### src/rtl/oaids_pkg.sv
package oaids_pkg;

  localparam int CAPACITY_DEF = 64;

  localparam int REQ_W  = 3;
  localparam int IDX_W  = 16;
  localparam int WORD_W = 32;
  localparam int STAT_W = 2;
  localparam int OCNT_W = 7;

  typedef enum logic [REQ_W-1:0] {
    REQ_APPEND = 3'd0,
    REQ_INSERT = 3'd1,
    REQ_DELETE = 3'd2,
    REQ_GET    = 3'd3,
    REQ_RESIZE = 3'd4,
    REQ_CLEAR  = 3'd5
  } req_t;

  typedef enum logic [STAT_W-1:0] {
    STAT_OK        = 2'd0,
    STAT_BAD_INDEX = 2'd1,
    STAT_FULL      = 2'd2
  } status_t;

  typedef struct packed {
    logic [REQ_W-1:0]  req_type;
    logic [IDX_W-1:0]  index;
    logic [IDX_W-1:0]  length;
    logic [WORD_W-1:0] value;
  } in_item_t;

  typedef struct packed {
    logic [STAT_W-1:0] status;
    logic [WORD_W-1:0] read_value;
    logic [OCNT_W-1:0] element_count;
  } out_item_t;

  // Broadcast command to every cell of the row.
  typedef enum logic [2:0] {
    CELL_HOLD,
    CELL_PUT,
    CELL_LOAD,
    CELL_SHIFT,
    CELL_COMMIT
  } cell_op_t;

  typedef struct packed {
    cell_op_t          op;
    logic [IDX_W-1:0]  idx;
    logic [IDX_W-1:0]  lim;
    logic [WORD_W-1:0] value;
  } cell_ctl_t;

endpackage

### src/rtl/oaids_cell.sv
module oaids_cell #(
  parameter int POS = 0
) (
  input  logic                      clk,
  input  logic                      rst,
  input  oaids_pkg::cell_ctl_t      ctl,
  input  logic [oaids_pkg::WORD_W-1:0] left_data,
  input  logic [oaids_pkg::WORD_W-1:0] right_shadow,
  output logic [oaids_pkg::WORD_W-1:0] data,
  output logic [oaids_pkg::WORD_W-1:0] shadow
);
  import oaids_pkg::*;

  localparam logic [IDX_W-1:0] MY_POS = IDX_W'(POS);

  // Stored word; cleared by reset since a grow can expose it.
  always_ff @(posedge clk) begin
    if (rst) begin
      data <= '0;
    end else begin
      case (ctl.op)
        CELL_PUT: begin
          if (MY_POS == ctl.idx) begin
            data <= ctl.value;
          end else if ((MY_POS > ctl.idx) && (MY_POS <= ctl.lim)) begin
            data <= left_data;
          end
        end
        CELL_COMMIT: begin
          if ((MY_POS >= ctl.idx) && (MY_POS < ctl.lim)) begin
            data <= shadow;
          end
        end
        default: begin
        end
      endcase
    end
  end

  // Shadow copy walks toward position zero one step a cycle.
  always_ff @(posedge clk) begin
    case (ctl.op)
      CELL_LOAD:  shadow <= data;
      CELL_SHIFT: shadow <= right_shadow;
      default: begin
      end
    endcase
  end

endmodule

### config.mk
export PLATFORM = sky130hd
export DESIGN_NAME = oaids_cell
export DESIGN_NICKNAME = d
export VERILOG_FILES = /design/src/rtl/oaids_pkg.sv /design/src/rtl/oaids_cell.sv
export SDC_FILE = /design/constraint.sdc
export NUM_CORES = 1
export LEC_CHECK = 0
export ABC_AREA = 1
export BUFFER_PORTS_ARGS = -buffer_cell sky130_fd_sc_hd__buf_2
export CAP_MARGIN = 25
export CORE_MARGIN = 2
export CORE_UTILIZATION = 46
export DETAILED_ROUTE_END_ITERATION = 8
export HOLD_SLACK_MARGIN = 0.05
export PLACE_DENSITY = 0.85
export SLEW_MARGIN = 20
export SYNTH_ARGS = -nofsm -noshare
export SYNTH_HDL_FRONTEND = slang
export SYNTH_SLANG_ARGS = --single-unit
### constraint.sdc
create_clock -name clk -period 3.74 [get_ports clk]
set_input_delay 0 -clock clk [delete_from_list [all_inputs] [get_ports clk]]
set_output_delay 0 -clock clk [all_outputs]
set_load 0.03 [all_outputs]
==> impl_metrics.ini <==
[outcome]
status = completed

[critical_path]
cp-end-kind = flip-flop
crit_path_start_kind = input pin
cp_num_buf_inv = 1
reg2reg_slack_ns = 2.81
worstPathArrival_ns = 2.17
critical_path_required_ns = 4.00
critical_path.max_stage_delay_ns = 0.63
worst-r2r-cell-count = 4
worst_path_dominant_cell_family = simple AND/OR/NAND/NOR gates
cp_cell_sequence = buf_2 > nor2_1 > nand2_1 > nor2_1 > nand2_2 > nor2_4 > nand2_2 > nand2_1 > nand2_1 > nor2_1
worst-setup-path-type = in -> reg
cp_num_cells = 10
critPathSlowestCell = nor2_4
critical_path.max_fanout = 33

[cells_and_area]
drive_above_1_share_pct = 27.27
stdcell_count = 917
synthToLayoutAreaGrowth_pct = 43.68
fin_area_um2 = 5338
design.final.nets = 942
multi_input_comb_area_um2 = 1690
seq_area_um2 = 1602
fillers = 666

[detailed_routing]
drtPass1Iterations = 6
number_of_drc_markers_after_the_initial_detailed_route_iteration = 316
detail-route-antenna-nets = 0
num_vias = 4381
drt-vias-per-instance = 4.778
totalWireLength_um = 11970
post_drt_wl_per_cell_um = 13.05
drc_errors = 0

[synth]
synth_top_flop_cell = edfxtp_1
syn-instance-count = 586
number_of_enable_flip_flop_cells_after_synthesis = 32
post-synth-top-area-fraction_pct = 25.87
synth_area_per_cell_um2 = 6.339
postSynth.asyncResetShare_pct = 0
synth.lib_cells_used.distinct = 12
yosysMostFrequentCell = nor2_1
post_synth_fa_ha_maj_area_fraction_pct = 0
synthesis.yosys.warnings = 0
synthXorXnorAreaFrac_pct = 0
netlist_area_um2 = 3715
synthTopCellsByCount = nor2_1, nand2_1, inv_1
synth_top_area_cell = edfxtp_1
seq_area_frac_synth_pct = 43.11
synthesis.nets = 719
synth_compound_gate_area_share_pct = 4.311
synth.top_cells.by_area = edfxtp_1, nor2_1, nand2_1
synthMuxAreaShare_pct = 0
synth_area_in_simple_gates_pct = 40.86
postSynthRegisterBits = 64
synth_top_family_by_area = simple AND/OR/NAND/NOR gates

[cts]
cts_made_buffers = 9
clock_insertion_delay_worst_skew_ns = 0.33
tritoncts = yes
cts.root.buffer_cell = clkbuf_8
clock_tree.htree_level_count = 3
cts-root-to-sink-buffers = 2
cts.reportedPaths.clkPinSlew_ns = 0.07
clock-sinks = 64
post_cts_resize_count = 0

[global_route]
pin_count_of_the_biggest_net_entering_global_routing = 65
grt_antenna_before_repair = 0
first_global_vias = 4242
first_pass_grt_wire_length_um = 19080
grt_remaining_overflow = 0
globalRouteTotalUtil_pct = 27.43

[floorplanning]
initial_utilization_pct = 47.83
die_area_um2 = 8811
io_pins = 197
floorplan.core_area_um2 = 7767
die_w_um = 93.87
placement_rows = 32
dieHeight_um = 93.87

[placed_design]
placed_cells = 858
placedInstanceArea_um2 = 4706
numPortBuffers = 196
finalWeightedCongestion = 0.8182
dpl.hpwl_um = 7781

[pwr]
netSwitchingFraction_pct = 25.19
leakage_nw = 3.021
power.clock.fraction_pct = 37.3
seq_power_share_pct = 46.9
internal_power_mw = 1.213
switchingPower_mw = 0.4082
power_share_of_the_combinational_group_pct = 15.8
peakVddDrop_mv = 0.1512
report.power.total_mw = 1.621
pwr_density_cell_nw_per_um2 = 303.6

[sta]
worst_slew_margin_relative_to_its_limit_pct = 45.48
setup_viol_count_final = 0
worst_setup_skew_after_layout_ns = 0.008225
setup_tns_ns = 0
drv_slew = 0
timing.fmax_mhz = 524.3
rsz_0062_raised_after_global_routing = false
timing_worst_slew_pin_value_ns = 0.8159
minimum_period_implied_by_the_final_worst_setup_slack_ns = 1.907
final_hold_viol_count = 0
timing.final.crit_share_pct = 51.00

[min_path]
whs_path_depth = 5
holdCritPathClass = in -> reg

[job]
drv.max_cap_violation_count = 0
[final timing paths]
| path | from | endpoint |
|---|---|---|
| max reg2reg | shadow[28] | data[28] |
| min | ctl[10] | data[10] |
| min reg2reg | data[21] | data[21] |
| max | ctl[61] | data[30] |
[routing by layer]
layer / wire (µm) / vias to the layer above / track usage, % / share of wire, %
met4: 306 / 0 / 11.23 / 2.6
li1: - / 2209 / - / -
met2: 5994 / 250 / 49.40 / 50
met1: 4624 / 1890 / 31.59 / 39
met5: 0 / - / 0 / 0
met3: 1042 / 32 / 5.457 / 8.7
[registers in the layout, summed over array words and instances, names as in the netlist]
| name | count |
|---|---|
| data | 32 |
| shadow | 32 |
[layout by cell type (no fill, tap or decap), drive strengths merged, types with 2 or more instances in the layout]
master	n
a21oi	32
buf	203
clkbuf	13
clkinv	2
dfxtp	32
dlygate4sd3	40
edfxtp	32
inv	68
nand2	176
nand3	32
nor2	183
[layout make-up]
| cell class | instances | area share [%] |
|---|---|---|
| Clock buffer | 13 | 2.977 |
| Sequential cell | 64 | 30.00 |
| Tap cell | 102 | 2.391 |
| Multi-Input combinational cell | 423 | 31.67 |
| Clock inverter | 3 | 0.7501 |
| Antenna cell | 1 | 0.04688 |
| Timing Repair Buffer | 243 | 27.38 |
| Inverter | 68 | 4.782 |
[power groups by stage]
stage	registers [mW]	logic (mW)	clock network, mW
6_report	0.760	0.256	0.605
5_1_grt	0.761	0.281	0.641
4_1_cts	0.760	0.250	0.610
3_5_place_dp	0.775	0.216	0
3_3_place_gp	0.775	0.209	0
2_1_floorplan	0.804	0.0795	0
[worst min-delay path, stage by stage]
cell	delay (ns)
buf_2	0.08
nor2_1	0.04
nor2_1	0.10
nor2_1	0.05
nor2_1	0.08
[repair_timing]
action	in CTS	in global routing
endpoints found under the hold margin	40	0
hold buffers	40	0
buffers inserted	0	0
[cells by family (layout without fill, tap and decap cells)]
kind of cell | count (synthesis) | in the layout
flops | 64 | 64
compound gates | 32 | 32
simple gates | 391 | 391
other cells | 0 | 1
buf+inv | 99 | 327
[per-stage QoR]
stage | setup slack, ns | util [%] | hold WS, ns
global route | 1.656 | 68.69 | 0.08885
global placement | 1.591 | 60.33 | 0.3162
floorplan | 1.118 | - | 0.1875
CTS | 1.938 | 68.30 | 0.05052
detailed placement | 1.556 | 60.58 | 0.3245
finish | 1.833 | 68.72 | 0.05796
(Power assumes the default switching activity.)
